### config.mk
export PLATFORM = sky130hd
export DESIGN_NAME = block_request_sector_splitter_top
export DESIGN_NICKNAME = d
export VERILOG_FILES = /design/src/brss_pkg.sv /design/src/brss_arith.sv /design/src/brss_datapath.sv /design/src/brss_ctrl.sv /design/src/block_request_sector_splitter_top.sv
export VERILOG_INCLUDE_DIRS = /design/src /design/src/src
export SDC_FILE = /design/constraint.sdc
export NUM_CORES = 2
export LEC_CHECK = 0
export BUFFER_PORTS_ARGS = -buffer_cell sky130_fd_sc_hd__buf_2
export CORE_MARGIN = 4
export CORE_UTILIZATION = 32
export DETAILED_ROUTE_END_ITERATION = 8
export MAX_ROUTING_LAYER = met4
export SYNTH_ARGS = -nofsm -noshare
export SYNTH_HDL_FRONTEND = slang
export SYNTH_SLANG_ARGS = --single-unit
### constraint.sdc
create_clock -name clk -period 10.55 [get_ports clk]
set_clock_uncertainty 0.15 [all_clocks]
set_input_delay 1.5825 -clock clk [delete_from_list [all_inputs] [get_ports clk]]
set_output_delay 1.5825 -clock clk [all_outputs]
set_load 0.03 [all_outputs]
### src/assert_macros.svh
// Assertion helpers included by the RTL that carries checks.
`ifndef ASSERT_MACROS_SVH
`define ASSERT_MACROS_SVH

// A property that must hold at every clock edge outside reset.
`define BRSS_ASSERT(name, clk, rst_n, prop, msg) \
	name: assert property (@(posedge clk) disable iff (!rst_n) (prop)) else $error(msg);

// A condition in one cycle that forces a consequence in the next cycle.
`define BRSS_ASSERT_NEXT(name, clk, rst_n, cond, conseq, msg) \
	name: assert property (@(posedge clk) disable iff (!rst_n) (cond) |=> (conseq)) \
		else $error(msg);

`endif

### src/brss_pkg.sv
`default_nettype none
package brss_pkg;

	// Field widths fixed by the interface.
	localparam int OFF_W = 63;
	localparam int SEC_W = 47;
	localparam int SB_W  = 17;
	localparam int LEN_W = 18;
	localparam int BNC_W = 16;

	// Largest byte count moved by one whole-sector command.
	localparam int MAX_XFER_BYTES = 131072;

	// Piece phase codes.
	localparam logic [1:0] PH_IDLE      = 2'd0;
	localparam logic [1:0] PH_RMW_READ  = 2'd1;
	localparam logic [1:0] PH_RMW_WRITE = 2'd2;
	localparam logic [1:0] PH_ALIGNED   = 2'd3;

	// Sector size after reset.
	localparam logic [SB_W-1:0] SB_RESET = 17'd512;

	// Commands from the controller to the datapath.
	typedef struct packed {
		logic cap_in;
		logic start_init;
		logic mul_start;
		logic divp_start;
		logic divc_start;
		logic cap_pos;
		logic set_length;
		logic add_span;
		logic emit_finish;
		logic emit_idle;
		logic emit_issue;
		logic emit_wb;
	} cmd_t;

	// Status from the datapath to the controller.
	typedef struct packed {
		logic       op;
		logic       ok;
		logic       active;
		logic [1:0] phase;
		logic       wr_req;
		logic       off_ge;
		logic       done_ge_len;
		logic       sb_zero;
		logic       busy;
	} stat_t;

endpackage
`default_nettype wire

### src/brss_arith.sv
`default_nettype none
module brss_arith (
	input  wire logic                     clk,
	input  wire logic                     arst_n,
	input  wire logic                     start,
	input  wire logic                     mode_div,
	input  wire logic [63:0]              a,
	input  wire logic [brss_pkg::SB_W-1:0] b,
	output logic                          busy,
	output logic [63:0]                   result,
	output logic [brss_pkg::SB_W-1:0]     rem
);
	import brss_pkg::*;

	logic            busy_q;
	logic            div_q;
	logic [5:0]      cnt_q;
	logic [63:0]     acc_q;
	logic [63:0]     m_q;
	logic [SB_W-1:0] b_q;
	logic [SB_W-1:0] r_q;
	logic [SB_W:0]   rs;
	logic            ge;
	logic [5:0]      last;

	// Restoring division step: shift in the next dividend bit and try a subtract.
	assign rs   = {r_q, acc_q[63]};
	assign ge   = rs >= {1'b0, b_q};
	assign last = div_q ? 6'd63 : 6'(SB_W - 1);

	// Control of the iteration count.
	always_ff @(posedge clk or negedge arst_n) begin
		if (!arst_n) begin
			busy_q <= 1'b0;
			cnt_q  <= '0;
			div_q  <= 1'b0;
		end else if (start) begin
			busy_q <= 1'b1;
			cnt_q  <= '0;
			div_q  <= mode_div;
		end else if (busy_q) begin
			cnt_q <= cnt_q + 6'd1;
			if (cnt_q == last) begin
				busy_q <= 1'b0;
			end
		end
	end

	// Shift-add multiply or one quotient bit per cycle.
	always_ff @(posedge clk) begin
		if (start) begin
			acc_q <= mode_div ? a : '0;
			m_q   <= a;
			b_q   <= b;
			r_q   <= '0;
		end else if (busy_q) begin
			if (div_q) begin
				r_q   <= ge ? SB_W'(rs - {1'b0, b_q}) : rs[SB_W-1:0];
				acc_q <= {acc_q[62:0], ge};
			end else begin
				acc_q <= acc_q + (b_q[0] ? m_q : 64'd0);
				m_q   <= {m_q[62:0], 1'b0};
				b_q   <= {1'b0, b_q[SB_W-1:1]};
			end
		end
	end

	assign busy   = busy_q;
	assign result = acc_q;
	assign rem    = r_q;
endmodule
`default_nettype wire

### src/brss_datapath.sv
`default_nettype none
module brss_datapath (
	input  wire logic                       clk,
	input  wire logic                       arst_n,
	input  wire brss_pkg::cmd_t             cmd,
	output brss_pkg::stat_t                 stat,
	input  wire logic                       cfg_write,
	input  wire logic                       cfg_index,
	input  wire logic [brss_pkg::SEC_W-1:0] cfg_data,
	input  wire logic                       operation,
	input  wire logic [brss_pkg::OFF_W-1:0] byte_offset,
	input  wire logic [brss_pkg::OFF_W-1:0] byte_count,
	input  wire logic                       is_write,
	input  wire logic                       command_ok,
	output logic                            has_command,
	output logic                            command_write,
	output logic [brss_pkg::SEC_W-1:0]      command_sector,
	output logic [brss_pkg::LEN_W-1:0]      command_length,
	output logic [brss_pkg::OFF_W-1:0]      buffer_offset,
	output logic [brss_pkg::BNC_W-1:0]      bounce_offset,
	output logic [brss_pkg::LEN_W-1:0]      copy_bytes,
	output logic                            finished,
	output logic [brss_pkg::OFF_W-1:0]      bytes_done
);
	import brss_pkg::*;

	localparam int CW = $clog2(MAX_XFER_BYTES + 1);

	// Configuration registers.
	logic [SEC_W-1:0] disk_sectors_q;
	logic [SB_W-1:0]  sector_bytes_q;

	always_ff @(posedge clk or negedge arst_n) begin
		if (!arst_n) begin
			disk_sectors_q <= '0;
			sector_bytes_q <= SB_RESET;
		end else if (cfg_write) begin
			if (cfg_index) begin
				sector_bytes_q <= cfg_data[SB_W-1:0];
			end else begin
				disk_sectors_q <= cfg_data;
			end
		end
	end

	// Captured input beat.
	logic             in_op_q;
	logic             in_ok_q;
	logic             in_wr_q;
	logic [OFF_W-1:0] in_off_q;
	logic [OFF_W-1:0] in_size_q;

	always_ff @(posedge clk) begin
		if (cmd.cap_in) begin
			in_op_q   <= operation;
			in_ok_q   <= command_ok;
			in_wr_q   <= is_write;
			in_off_q  <= byte_offset;
			in_size_q <= byte_count;
		end
	end

	// Request state.
	logic             active_q;
	logic [OFF_W-1:0] start_q;
	logic [OFF_W-1:0] length_q;
	logic [OFF_W-1:0] done_q;
	logic             wr_req_q;
	logic [1:0]       phase_q;
	logic [CW-1:0]    span_q;
	logic [SEC_W-1:0] sector_q;
	logic [SB_W-1:0]  ins_q;

	// Shared iterative multiply and divide unit.
	logic            a_start;
	logic            a_busy;
	logic [63:0]     a_in;
	logic [63:0]     a_res;
	logic [SB_W-1:0] a_rem;

	logic [63:0]      pos;
	logic [OFF_W-1:0] rem_len;
	logic [CW-1:0]    chunk;
	logic [63:0]      avail;
	logic [SB_W-1:0]  sb_left;
	logic [CW-1:0]    span_rmw;
	logic             is_rmw;

	assign pos      = {1'b0, start_q} + {1'b0, done_q};
	assign rem_len  = length_q - done_q;
	assign chunk    = (rem_len > OFF_W'(MAX_XFER_BYTES)) ? CW'(MAX_XFER_BYTES)
		: rem_len[CW-1:0];
	assign avail    = a_res - {1'b0, start_q};
	assign sb_left  = sector_bytes_q - ins_q;
	assign span_rmw = (CW'(sb_left) > chunk) ? chunk : CW'(sb_left);
	assign is_rmw   = (ins_q != '0) || (a_rem != '0);

	assign a_start = cmd.mul_start | cmd.divp_start | cmd.divc_start;
	always_comb begin
		priority if (cmd.mul_start) begin
			a_in = {{(64 - SEC_W){1'b0}}, disk_sectors_q};
		end else if (cmd.divp_start) begin
			a_in = pos;
		end else begin
			a_in = 64'(chunk);
		end
	end

	brss_arith u_arith (
		.clk      (clk),
		.arst_n   (arst_n),
		.start    (a_start),
		.mode_div (!cmd.mul_start),
		.a        (a_in),
		.b        (sector_bytes_q),
		.busy     (a_busy),
		.result   (a_res),
		.rem      (a_rem)
	);

	// Request state updates.
	always_ff @(posedge clk or negedge arst_n) begin
		if (!arst_n) begin
			active_q <= 1'b0;
			start_q  <= '0;
			length_q <= '0;
			done_q   <= '0;
			wr_req_q <= 1'b0;
			phase_q  <= PH_IDLE;
			span_q   <= '0;
		end else begin
			if (cmd.start_init) begin
				active_q <= 1'b1;
				start_q  <= in_off_q;
				length_q <= '0;
				done_q   <= '0;
				wr_req_q <= in_wr_q;
				phase_q  <= PH_IDLE;
				span_q   <= '0;
			end
			if (cmd.set_length) begin
				length_q <= ({1'b0, in_size_q} > avail) ? avail[OFF_W-1:0] : in_size_q;
			end
			if (cmd.add_span) begin
				done_q <= done_q + OFF_W'(span_q);
			end
			if (cmd.emit_finish) begin
				active_q <= 1'b0;
				phase_q  <= PH_IDLE;
				span_q   <= '0;
			end
			if (cmd.emit_issue) begin
				phase_q <= is_rmw ? PH_RMW_READ : PH_ALIGNED;
				span_q  <= is_rmw ? span_rmw : chunk;
			end
			if (cmd.emit_wb) begin
				phase_q <= PH_RMW_WRITE;
			end
		end
	end

	// Sector and in-sector offset of the current position.
	always_ff @(posedge clk) begin
		if (cmd.cap_pos) begin
			sector_q <= a_res[SEC_W-1:0];
			ins_q    <= a_rem;
		end
	end

	// Result register.
	always_ff @(posedge clk) begin
		if (cmd.emit_finish || cmd.emit_idle) begin
			has_command    <= 1'b0;
			command_write  <= 1'b0;
			command_sector <= '0;
			command_length <= '0;
			buffer_offset  <= '0;
			bounce_offset  <= '0;
			copy_bytes     <= '0;
			finished       <= cmd.emit_finish;
			bytes_done     <= done_q;
		end else if (cmd.emit_issue) begin
			has_command    <= 1'b1;
			command_write  <= is_rmw ? 1'b0 : wr_req_q;
			command_sector <= sector_q;
			command_length <= is_rmw ? LEN_W'(sector_bytes_q) : LEN_W'(chunk);
			buffer_offset  <= done_q;
			bounce_offset  <= is_rmw ? ins_q[BNC_W-1:0] : '0;
			copy_bytes     <= is_rmw ? (wr_req_q ? '0 : LEN_W'(span_rmw)) : LEN_W'(chunk);
			finished       <= 1'b0;
			bytes_done     <= done_q;
		end else if (cmd.emit_wb) begin
			has_command    <= 1'b1;
			command_write  <= 1'b1;
			command_sector <= a_res[SEC_W-1:0];
			command_length <= LEN_W'(sector_bytes_q);
			buffer_offset  <= done_q;
			bounce_offset  <= a_rem[BNC_W-1:0];
			copy_bytes     <= LEN_W'(span_q);
			finished       <= 1'b0;
			bytes_done     <= done_q;
		end
	end

	// Status toward the controller.
	assign stat.op          = in_op_q;
	assign stat.ok          = in_ok_q;
	assign stat.active      = active_q;
	assign stat.phase       = phase_q;
	assign stat.wr_req      = wr_req_q;
	assign stat.off_ge      = {1'b0, start_q} >= a_res;
	assign stat.done_ge_len = done_q >= length_q;
	assign stat.sb_zero     = sector_bytes_q == '0;
	assign stat.busy        = a_busy;
endmodule
`default_nettype wire

### src/brss_ctrl.sv
`default_nettype none
module brss_ctrl (
	input  wire logic            clk,
	input  wire logic            arst_n,
	input  wire logic            in_valid,
	output logic                 in_stall,
	output logic                 out_valid,
	input  wire logic            out_stall,
	input  wire brss_pkg::stat_t stat,
	output brss_pkg::cmd_t       cmd
);
	import brss_pkg::*;

	localparam logic [2:0] S_IDLE   = 3'd0;
	localparam logic [2:0] S_DECODE = 3'd1;
	localparam logic [2:0] S_MULW   = 3'd2;
	localparam logic [2:0] S_CLAMP  = 3'd3;
	localparam logic [2:0] S_NEXT   = 3'd4;
	localparam logic [2:0] S_DIVPW  = 3'd5;
	localparam logic [2:0] S_DIVCW  = 3'd6;
	localparam logic [2:0] S_WBW    = 3'd7;

	logic [2:0] state_q;
	logic [2:0] state_d;
	logic       out_valid_q;
	logic       emit;

	assign in_stall = (state_q != S_IDLE) || out_valid_q;
	assign emit     = cmd.emit_finish | cmd.emit_idle | cmd.emit_issue | cmd.emit_wb;

	// Sequencer for one beat.
	always_comb begin
		cmd     = '0;
		state_d = state_q;
		unique case (state_q)
			S_IDLE: begin
				if (in_valid && !in_stall) begin
					cmd.cap_in = 1'b1;
					state_d    = S_DECODE;
				end
			end
			S_DECODE: begin
				if (!stat.op) begin
					cmd.start_init = 1'b1;
					cmd.mul_start  = 1'b1;
					state_d        = S_MULW;
				end else if (!stat.active) begin
					cmd.emit_idle = 1'b1;
					state_d       = S_IDLE;
				end else if (!stat.ok || stat.phase == PH_IDLE || stat.sb_zero) begin
					cmd.emit_finish = 1'b1;
					state_d         = S_IDLE;
				end else if (stat.phase == PH_RMW_READ && stat.wr_req) begin
					cmd.divp_start = 1'b1;
					state_d        = S_WBW;
				end else begin
					cmd.add_span = 1'b1;
					state_d      = S_NEXT;
				end
			end
			S_MULW: begin
				if (!stat.busy) begin
					state_d = S_CLAMP;
				end
			end
			S_CLAMP: begin
				if (stat.off_ge) begin
					cmd.emit_finish = 1'b1;
					state_d         = S_IDLE;
				end else begin
					cmd.set_length = 1'b1;
					state_d        = S_NEXT;
				end
			end
			S_NEXT: begin
				if (stat.done_ge_len || stat.sb_zero) begin
					cmd.emit_finish = 1'b1;
					state_d         = S_IDLE;
				end else begin
					cmd.divp_start = 1'b1;
					state_d        = S_DIVPW;
				end
			end
			S_DIVPW: begin
				if (!stat.busy) begin
					cmd.cap_pos    = 1'b1;
					cmd.divc_start = 1'b1;
					state_d        = S_DIVCW;
				end
			end
			S_DIVCW: begin
				if (!stat.busy) begin
					cmd.emit_issue = 1'b1;
					state_d        = S_IDLE;
				end
			end
			S_WBW: begin
				if (!stat.busy) begin
					cmd.emit_wb = 1'b1;
					state_d     = S_IDLE;
				end
			end
			default: begin
				state_d = S_IDLE;
			end
		endcase
	end

	// State and result-valid registers.
	always_ff @(posedge clk or negedge arst_n) begin
		if (!arst_n) begin
			state_q     <= S_IDLE;
			out_valid_q <= 1'b0;
		end else begin
			state_q <= state_d;
			if (emit) begin
				out_valid_q <= 1'b1;
			end else if (!out_stall) begin
				out_valid_q <= 1'b0;
			end
		end
	end

	assign out_valid = out_valid_q;
endmodule
`default_nettype wire

### src/block_request_sector_splitter_top.sv
`default_nettype none
// Splits a byte-range disk request into device commands, one result beat per input
// beat. A start beat (operation 0) clamps the range to the disk and yields the first
// command or an immediate finish; a completion beat (operation 1) yields the next
// command or the final byte count. One beat is handled at a time. Between the input
// accept and the loading of the result, a start runs the disk size multiply and
// clamp and then two 64-step divisions by the sector size in a shared
// shift-and-subtract unit, a completion two such divisions, a write back of a
// partial sector one, and a beat that ends the request or is ignored none or
// only the multiply. The result fields and out_valid are registered together, and
// the next input beat is taken once the previous result beat has been taken.
module block_request_sector_splitter_top (
	input  wire logic                       clk,
	input  wire logic                       arst_n,
	input  wire logic                       cfg_write,
	input  wire logic                       cfg_index,
	input  wire logic [brss_pkg::SEC_W-1:0] cfg_data,
	input  wire logic                       in_valid,
	output logic                            in_stall,
	input  wire logic                       operation,
	input  wire logic [brss_pkg::OFF_W-1:0] byte_offset,
	input  wire logic [brss_pkg::OFF_W-1:0] byte_count,
	input  wire logic                       is_write,
	input  wire logic                       command_ok,
	output logic                            out_valid,
	input  wire logic                       out_stall,
	output logic                            has_command,
	output logic                            command_write,
	output logic [brss_pkg::SEC_W-1:0]      command_sector,
	output logic [brss_pkg::LEN_W-1:0]      command_length,
	output logic [brss_pkg::OFF_W-1:0]      buffer_offset,
	output logic [brss_pkg::BNC_W-1:0]      bounce_offset,
	output logic [brss_pkg::LEN_W-1:0]      copy_bytes,
	output logic                            finished,
	output logic [brss_pkg::OFF_W-1:0]      bytes_done
);
	import brss_pkg::*;

	cmd_t  cmd;
	stat_t stat;

	brss_ctrl u_ctrl (
		.clk       (clk),
		.arst_n    (arst_n),
		.in_valid  (in_valid),
		.in_stall  (in_stall),
		.out_valid (out_valid),
		.out_stall (out_stall),
		.stat      (stat),
		.cmd       (cmd)
	);

	brss_datapath u_dp (
		.clk            (clk),
		.arst_n         (arst_n),
		.cmd            (cmd),
		.stat           (stat),
		.cfg_write      (cfg_write),
		.cfg_index      (cfg_index),
		.cfg_data       (cfg_data),
		.operation      (operation),
		.byte_offset    (byte_offset),
		.byte_count     (byte_count),
		.is_write       (is_write),
		.command_ok     (command_ok),
		.has_command    (has_command),
		.command_write  (command_write),
		.command_sector (command_sector),
		.command_length (command_length),
		.buffer_offset  (buffer_offset),
		.bounce_offset  (bounce_offset),
		.copy_bytes     (copy_bytes),
		.finished       (finished),
		.bytes_done     (bytes_done)
	);

	`include "assert_macros.svh"

	// No new beat is taken while a result beat is pending.
	`BRSS_ASSERT(a_no_early_in, clk, arst_n, !(in_valid && !in_stall && out_valid), "early take")
	// A pending result stays until taken.
	`BRSS_ASSERT_NEXT(a_out_holds, clk, arst_n, out_valid && out_stall, out_valid, "result dropped")
	// A finishing result carries no command.
	`BRSS_ASSERT(a_fin_clean, clk, arst_n, !(out_valid && finished && has_command), "cmd on finish")
	// An accepted beat keeps the block busy in the next cycle.
	`BRSS_ASSERT_NEXT(a_busy_next, clk, arst_n, in_valid && !in_stall, in_stall, "idle after accept")
endmodule
`default_nettype wire
Word level (Yosys, flattened, before mapping) --
Index checks and enable logic that the tools add are counted.
Word-level totals: register bits 870, bits in latches 0, RAM bits 0, bits in read-only memories 0, bits of input ports 182, output and inout port bits 230, word-level logic and storage cells 200, memories 0
Operators by class: $add $sub $neg 8, multiply operators 0, div/mod/pow operators 0, order comparisons 6, equality and inequality tests 15, shift-type cells 0, multiplexer cells 100, bitwise logic cells 6, reductions and logical operators 31
Operators with widths (number):
- $mux 64 | 10
- $mux 63 | 7
- $mux 18 | 13
- $mux 47 | 2
- $mux 17 | 4
- $add 63x63->64 | 1
- $add 64x64->64 | 1
- $ge 63x64->1 | 1
- $gt 63x64->1 | 1
- $sub 64x63->64 | 1
- $add 63x18->63 | 1
- $ge 63x63->1 | 1
- $gt 63x18->1 const B | 1
- $sub 63x63->63 | 1
- $mux 16 | 3
- $mux 1 | 34
- $reduce_bool 17->1 | 2
- $sub 17x17->17 | 2
- $mux 3 | 10
- $mux 2 | 11
- $pmux 3 s7 | 1
- $ge 18x17->1 | 1
- $gt 17x18->1 | 1
- $mux 6 | 3
- other kinds (24) | 53

Depth between registers and ports, before layout --
word-level depth 11, mapped depth 36, gate-level depth less buffers 33

Modules after synthesis --
Synthesis repeated with hierarchy kept, for this count alone.
Second synthesis, totals: cell total of the unflattened synthesis 5832, area total of the unflattened synthesis 54458.5 um^2
Modules (own cells, without submodules):
- brss_datapath | instances 1, cells an instance 4471, area an instance 41720.0 um^2, sequential area each 17883.4 um^2
- brss_arith | instances 1, cells an instance 1304, area an instance 12296.8 um^2, sequential area each 4894.7 um^2
- brss_ctrl | instances 1, cells an instance 57, area an instance 441.7 um^2, sequential area each 100.1 um^2

Worst setup path before layout --
OpenSTA, ideal clock, no wires.
path kind reg-to-reg, from register u_dp.done_q[10], to register u_dp.u_arith.b_q[0] (enable), setup time 1251 ps, data arrival time 6221 ps, required time 9149 ps, setup slack 2928 ps, cell stages (with the launch flop) 19, path buffers 4, period minus slack after synthesis 7622 ps, path through dfrtp_1 -> inv_1 -> ha_1 -> buf_2 -> a21o_1 -> a31oi_1 -> o21ai_1 -> a21oi_2 -> or4_1 -> and3_1 -> o21ai_2 -> o21ai_1 -> a31oi_1 -> a32o_1 -> clkbuf_1 -> nor3_1 -> clkbuf_1 -> buf_1 -> o21ai_0
Between the ends: word-level cells in the longest chain between the ends 8, elaborated cells on any way between the ends 9, those cells by class order compare (1); eq/ne (1); mux (2); bitwise (2); reduce/logical (3)
Ends and longest elaborated chain:
- from (decl) | line brss_datapath.sv:67 | logic [OFF_W-1:0] done_q;
- from (signal assigned) | line brss_datapath.sv:145 | done_q <= done_q + OFF_W'(span_q);
- $ge 63x63->1 * | line brss_datapath.sv:212 | assign stat.done_ge_len = done_q >= length_q;
- $logic_or 1x1->1 * | line brss_ctrl.sv:76 | if (stat.done_ge_len || stat.sb_zero) begin
- $mux 1 * | line brss_ctrl.sv:76
- $pmux 1 s2 * | line brss_ctrl.sv:35 | unique case (state_q)
- $or 1x1->1 * (2 in series) | line brss_datapath.sv:98 | assign a_start = cmd.mul_start | cmd.divp_start | cmd.divc_start;
- $ne 2x1->1 (no line) or $reduce_bool 2->1 (tied branches)
- $reduce_and 2->1 (no line) *
- to (signal assigned) | line brss_arith.sv:63 | b_q <= {1'b0, b_q[SB_W-1:1]};
- to (decl) | line brss_arith.sv:20 | logic [SB_W-1:0] b_q;
Mark *: on every way between the ends. The rest lies on a longest branch, timed or not. A chain may end at the register's enable or synchronous reset.

Worst setup path after layout --
from register u_dp.u_arith.acc_q[0] (netlist: u_dp.u_arith.result[0]), to register u_dp.length_q[4]
Between the ends: word-level cells in the longest chain between the ends 4, elaborated cells on any way between the ends 8, those cells by class add/sub (1); order compare (2); mux (4); reduce/logical (1)
Ends and longest elaborated chain:
- from (decl) | line brss_arith.sv:18 | logic [63:0] acc_q;
- from (signal assigned) | line brss_arith.sv:52 | acc_q <= mode_div ? a : '0;
- from (signal assigned) | line brss_arith.sv:59 | acc_q <= {acc_q[62:0], ge};
- from (signal assigned) | line brss_arith.sv:61 | acc_q <= acc_q + (b_q[0] ? m_q : 64'd0);
- $sub 64x63->64 or $ge 63x64->1 (tied branches) | line brss_datapath.sv:93, brss_datapath.sv:211
- $gt 63x64->1 or $mux 1 (tied branches) | line brss_datapath.sv:142, brss_ctrl.sv:67
- $mux 63 or $mux 1 (tied branches) | line brss_datapath.sv:142, brss_ctrl.sv:35
- $mux 63 or $reduce_bool 2->1 (tied branches)
- to (signal assigned) | line brss_datapath.sv:142 | length_q <= ({1'b0, in_size_q} > avail) ? avail[OFF_W-1:0] : in_size_q;
- to (decl) | line brss_datapath.sv:66 | logic [OFF_W-1:0] length_q;
Parallel ways exist; a longest one is shown, timed or not.

==> flow_metrics.py <==
metrics = {
    "cts": {
        "htree_levels": 3,
        "cts.sinks": 870,
        "path_clk_slew_ns": 0.06,
        "post-cts-setup-buffer-count": 0,
        "cts_hold_buf": 0,
        "numCtsBuffers": 103,
        "cts_tree": "done",
        "post_cts_resized": 0,
        "cts-root-buf": "clkbuf_16",
        "clk_path_buf_depth": 3,
        "clk_latency_ns": 0.77,
    },
    "floorplanning": {
        "core_area_um2": 165000,
        "io_pins": 412,
        "die_width_um": 416,
        "initial_core_util_pct": 32.2,
        "die_area_um2": 173000,
        "placementRows": 149,
        "die_height_um": 416,
    },
    "finish": {
        "finalNonFillerCells": 8217,
        "synthToLayoutAreaGrowth_pct": 14.7,
        "drive_gt1_share_pct": 13.8,
        "nets": 6507,
        "fillCellCount": 16900,
    },
    "place": {
        "dpl.hpwl_um": 170000,
        "dp_cells": 8018,
        "io_buffers": 411,
        "place_congestion": 0.987,
    },
    "flow_run": {
        "maxCapViolations": 0,
    },
    "global_routing": {
        "grt_pass1_vias": 44100,
        "overflow": 0,
        "grt_use_total_pct": 25.1,
        "grt_max_degree": 177,
        "antenna_found_initial": 9,
        "grt_pass1_wl_um": 314000,
    },
    "worst_setup_path": {
        "slowest_delay_ns": 0.94,
        "crit_required_ns": 11.01,
        "arrival_ns": 9.32,
        "critPathLaunchType": "register",
        "path_class": "reg2reg",
        "crit_family": "compound AO/OA/AOI/OAI gates",
        "worstSetupEndpointType": "register",
        "path_buf_inv": 3,
        "crit_path_max_fanout": 30,
        "crit_slowest_cell": "o31ai_1",
    },
    "synth": {
        "syn_nets": 6207,
        "ys.warnings.count": 0,
        "syn_area_um2": 53200,
        "synth.distinct_cells": 104,
        "async_flop_share_pct": 33.0,
        "synth_area_per_cell_um2": 9.44,
        "ys_ff_latch": 870,
        "seq_area_frac_synth_pct": 43.0,
        "synth_cells": 5634,
        "synth_edf_count": 402,
        "ys.flop_type": "edfxtp_1",
    },
    "drt": {
        "drt_iter0_markers": 4164,
        "wl_met2_um": 103000,
        "totalWireLength_um": 218000,
        "routed_via_density": 5.61,
        "maxUsedRoutingLayer": "met4",
        "drtPass1Iterations": 6,
        "drc": 0,
        "wl_met1_um": 89900,
        "wl_per_cell_um": 26.6,
        "met3_length_um": 11900,
        "final_antenna_net_count": 0,
        "dr_total_vias": 46100,
    },
    "sta": {
        "tightest_slew_ns": 1.39,
        "fin_setup_tns_ns": 0,
        "slew_headroom_pct": 6.57,
        "max_freq_mhz": 113,
        "finalCriticalPeriod_ns": 8.86,
        "finalHoldViolCount": 0,
        "whs_ns": 0.299,
        "setup_viol": 0,
        "rsz0062_at_grt": "false",
        "period_share_pct": 83.9,
        "maxSlewViolCount": 0,
    },
    "status": {
        "status": "finished, final reports clean",
    },
    "pwr": {
        "power_leakage_nw": 26.4,
        "power_density_nw_per_um2": 396,
        "vdd_drop_max_uv": 258,
    },
    "worst_hold_path": {
        "hp-class": "reg2reg",
    },
}
-- cell usage in the layout, fill, tap and decap left out, types with 15 or more instances in the layout --
master	synthesis	layout
a211oi_1	94	94
a21o_1	171	171
a21oi_1	455	454
a222oi_1	17	17
a22oi_1	23	23
a31oi_1	62	62
a32oi_1	26	25
and2_1	84	83
and3_1	37	36
buf_2	38	410
buf_4	6	52
clkbuf_1	206	30
clkbuf_16	0	108
clkinv_2	0	23
dfrtp_1	286	284
dfxtp_1	181	181
edfxtp_1	402	402
ha_1	384	384
inv_1	350	350
mux2_2	123	123
mux2i_1	115	115
nand2_1	595	592
nand2b_1	42	42
nand3_1	179	179
nand4_1	88	88
nor2_1	300	298
nor2b_1	56	54
nor3_1	63	60
nor4_1	36	35
o211ai_1	43	43
o21a_1	48	48
o21ai_0	428	426
o21ai_1	32	32
o21bai_1	48	48
o221ai_1	34	34
o22ai_1	15	15
o31ai_1	39	39
or3_1	28	26
xnor2_1	159	159
xor2_1	96	96
-- state kept, by name (all words and copies together), names as in the netlist, 2 cells and up --
| signal | count |
|---|---|
| u_ctrl.state_q | 3 |
| u_dp.bounce_offset | 16 |
| u_dp.buffer_offset | 63 |
| u_dp.bytes_done | 63 |
| u_dp.command_length | 18 |
| u_dp.command_sector | 47 |
| u_dp.copy_bytes | 18 |
| u_dp.disk_sectors_q | 47 |
| u_dp.done_q | 63 |
| u_dp.in_off_q | 63 |
| u_dp.in_size_q | 63 |
| u_dp.ins_q | 17 |
| u_dp.length_q | 63 |
| u_dp.phase_q | 2 |
| u_dp.sector_bytes_q | 17 |
| u_dp.sector_q | 47 |
| u_dp.span_q | 18 |
| u_dp.start_q | 63 |
| u_dp.u_arith.b_q | 17 |
| u_dp.u_arith.cnt_q | 6 |
| u_dp.u_arith.m_q | 64 |
| u_dp.u_arith.rem | 17 |
| u_dp.u_arith.result | 64 |
-- stage by stage --
step	power [W]	setup WS (ns)	cell area [um2]	utilization [%]
after global routing	0.0256	1.34	61000	36.9
final	0.0241	1.69	61000	36.9
after global placement	0.0202	1.72	57500	34.8
after floorplan	0.0153	2.93	53200	-
after CTS	0.0240	1.75	61000	36.9
after detailed placement	0.0202	1.75	57500	34.8
-- logic make-up after synthesis --
kind of cell,count (synthesis),share of synthesized area [%]
buffers and inverters,620,4.54
flip-flops,870,43.0
adder cells (fa/ha/maj),391,9.30
multiplexers,238,4.77
AND/OR/NAND/NOR,1566,14.0
XOR/XNOR,255,4.20
AO/OA/AOI/OAI,1694,20.2
-- final timing paths --
check,from,to,slack (ns),cells past startpoint
max,u_dp.u_arith.result[0],u_dp.length_q[4],1.69,32
min,u_dp.command_length[17],u_dp.command_length[17],0.30,2
max reg2reg,u_dp.u_arith.result[0],u_dp.length_q[4],1.69,32
min reg2reg,u_dp.command_length[17],u_dp.command_length[17],0.30,2
max in group asynchronous,arst_n,u_dp.disk_sectors_q[33],7.93,2
min in group asynchronous,arst_n,u_dp.length_q[0],0.77,1
-- layout make-up --
type / instances / area, um2 / area share, %
Antenna cell: 3 / 7.51 / 0.0123
Clock buffer: 147 / 2940 / 4.82
Clock inverter: 49 / 581 / 0.952
Inverter: 350 / 1310 / 2.15
Multi-Input combinational cell: 4144 / 28000 / 46.0
Sequential cell: 870 / 22900 / 37.5
Tap cell: 2189 / 2740 / 4.49
Timing Repair Buffer: 465 / 2500 / 4.09
-- synth_stat cells, types with 12 or more instances --
cell      count  share of area (%)
nand2b_1     42               0.49
a222oi_1     17               0.32
dfxtp_1     181                6.8
inv_1       350                2.5
xor2_1       96                1.6
nor3_1       63               0.59
o211ai_1     43               0.61
nor2_1      300                2.1
o31ai_1      39               0.55
o22ai_1      15               0.18
o21ai_0     428                4.0
a211oi_1     94                1.3
ha_1        384                9.0
a21oi_1     455                4.3
buf_1        15               0.11
and3_1       37               0.44
or2_2        13               0.15
o21bai_1     48               0.68
buf_2        38               0.36
nor2b_1      56               0.66
mux2i_1     115                2.2
a21boi_0     13               0.18
nand2_1     595                4.2
mux2_2      123                2.6
nand3_1     179                1.7
edfxtp_1    402                 23
o21a_1       48               0.68
a21o_1      171                2.4
and4_1       12               0.20
dfrtp_1     286                 13
o221ai_1     34               0.56
nand4_1      88                1.0
clkbuf_1    206                1.5
a221oi_1     14               0.23
or3_1        28               0.33
xnor2_1     159                2.6
nor4_1       36               0.42
o21ai_1      32               0.30
a31oi_1      62               0.73
a32oi_1      26               0.43
a22oi_1      23               0.32
and2_1       84               0.99
-- metal layers --
metal  GRT usage [%]  vias up
met5               -        -
met4            12.5        0
met3            2.81      446
met2            40.6     1830
met1            31.2    22600
li1                -    21200
-- worst reg2reg max path: cells and delay by family (launching register included) --
family,cells,cell delay (ns)
compound gates,18,4.66
simple gates,6,1.50
fa+ha+maj,3,0.76
buf+inv,3,0.58
flops,1,0.49
mux,1,0.44
xor+xnor,1,0.11
-- where the power goes --
part | internal [W] | leakage, nW | total, W | switching [W]
Sequential | 0.00482 | 9.12 | 0.00589 | 0.00107
Clock | 0.00213 | 1.72 | 0.00372 | 0.00159
Combinational | 0.00514 | 15.5 | 0.0145 | 0.00937
Power figures use the tool's default switching activity.
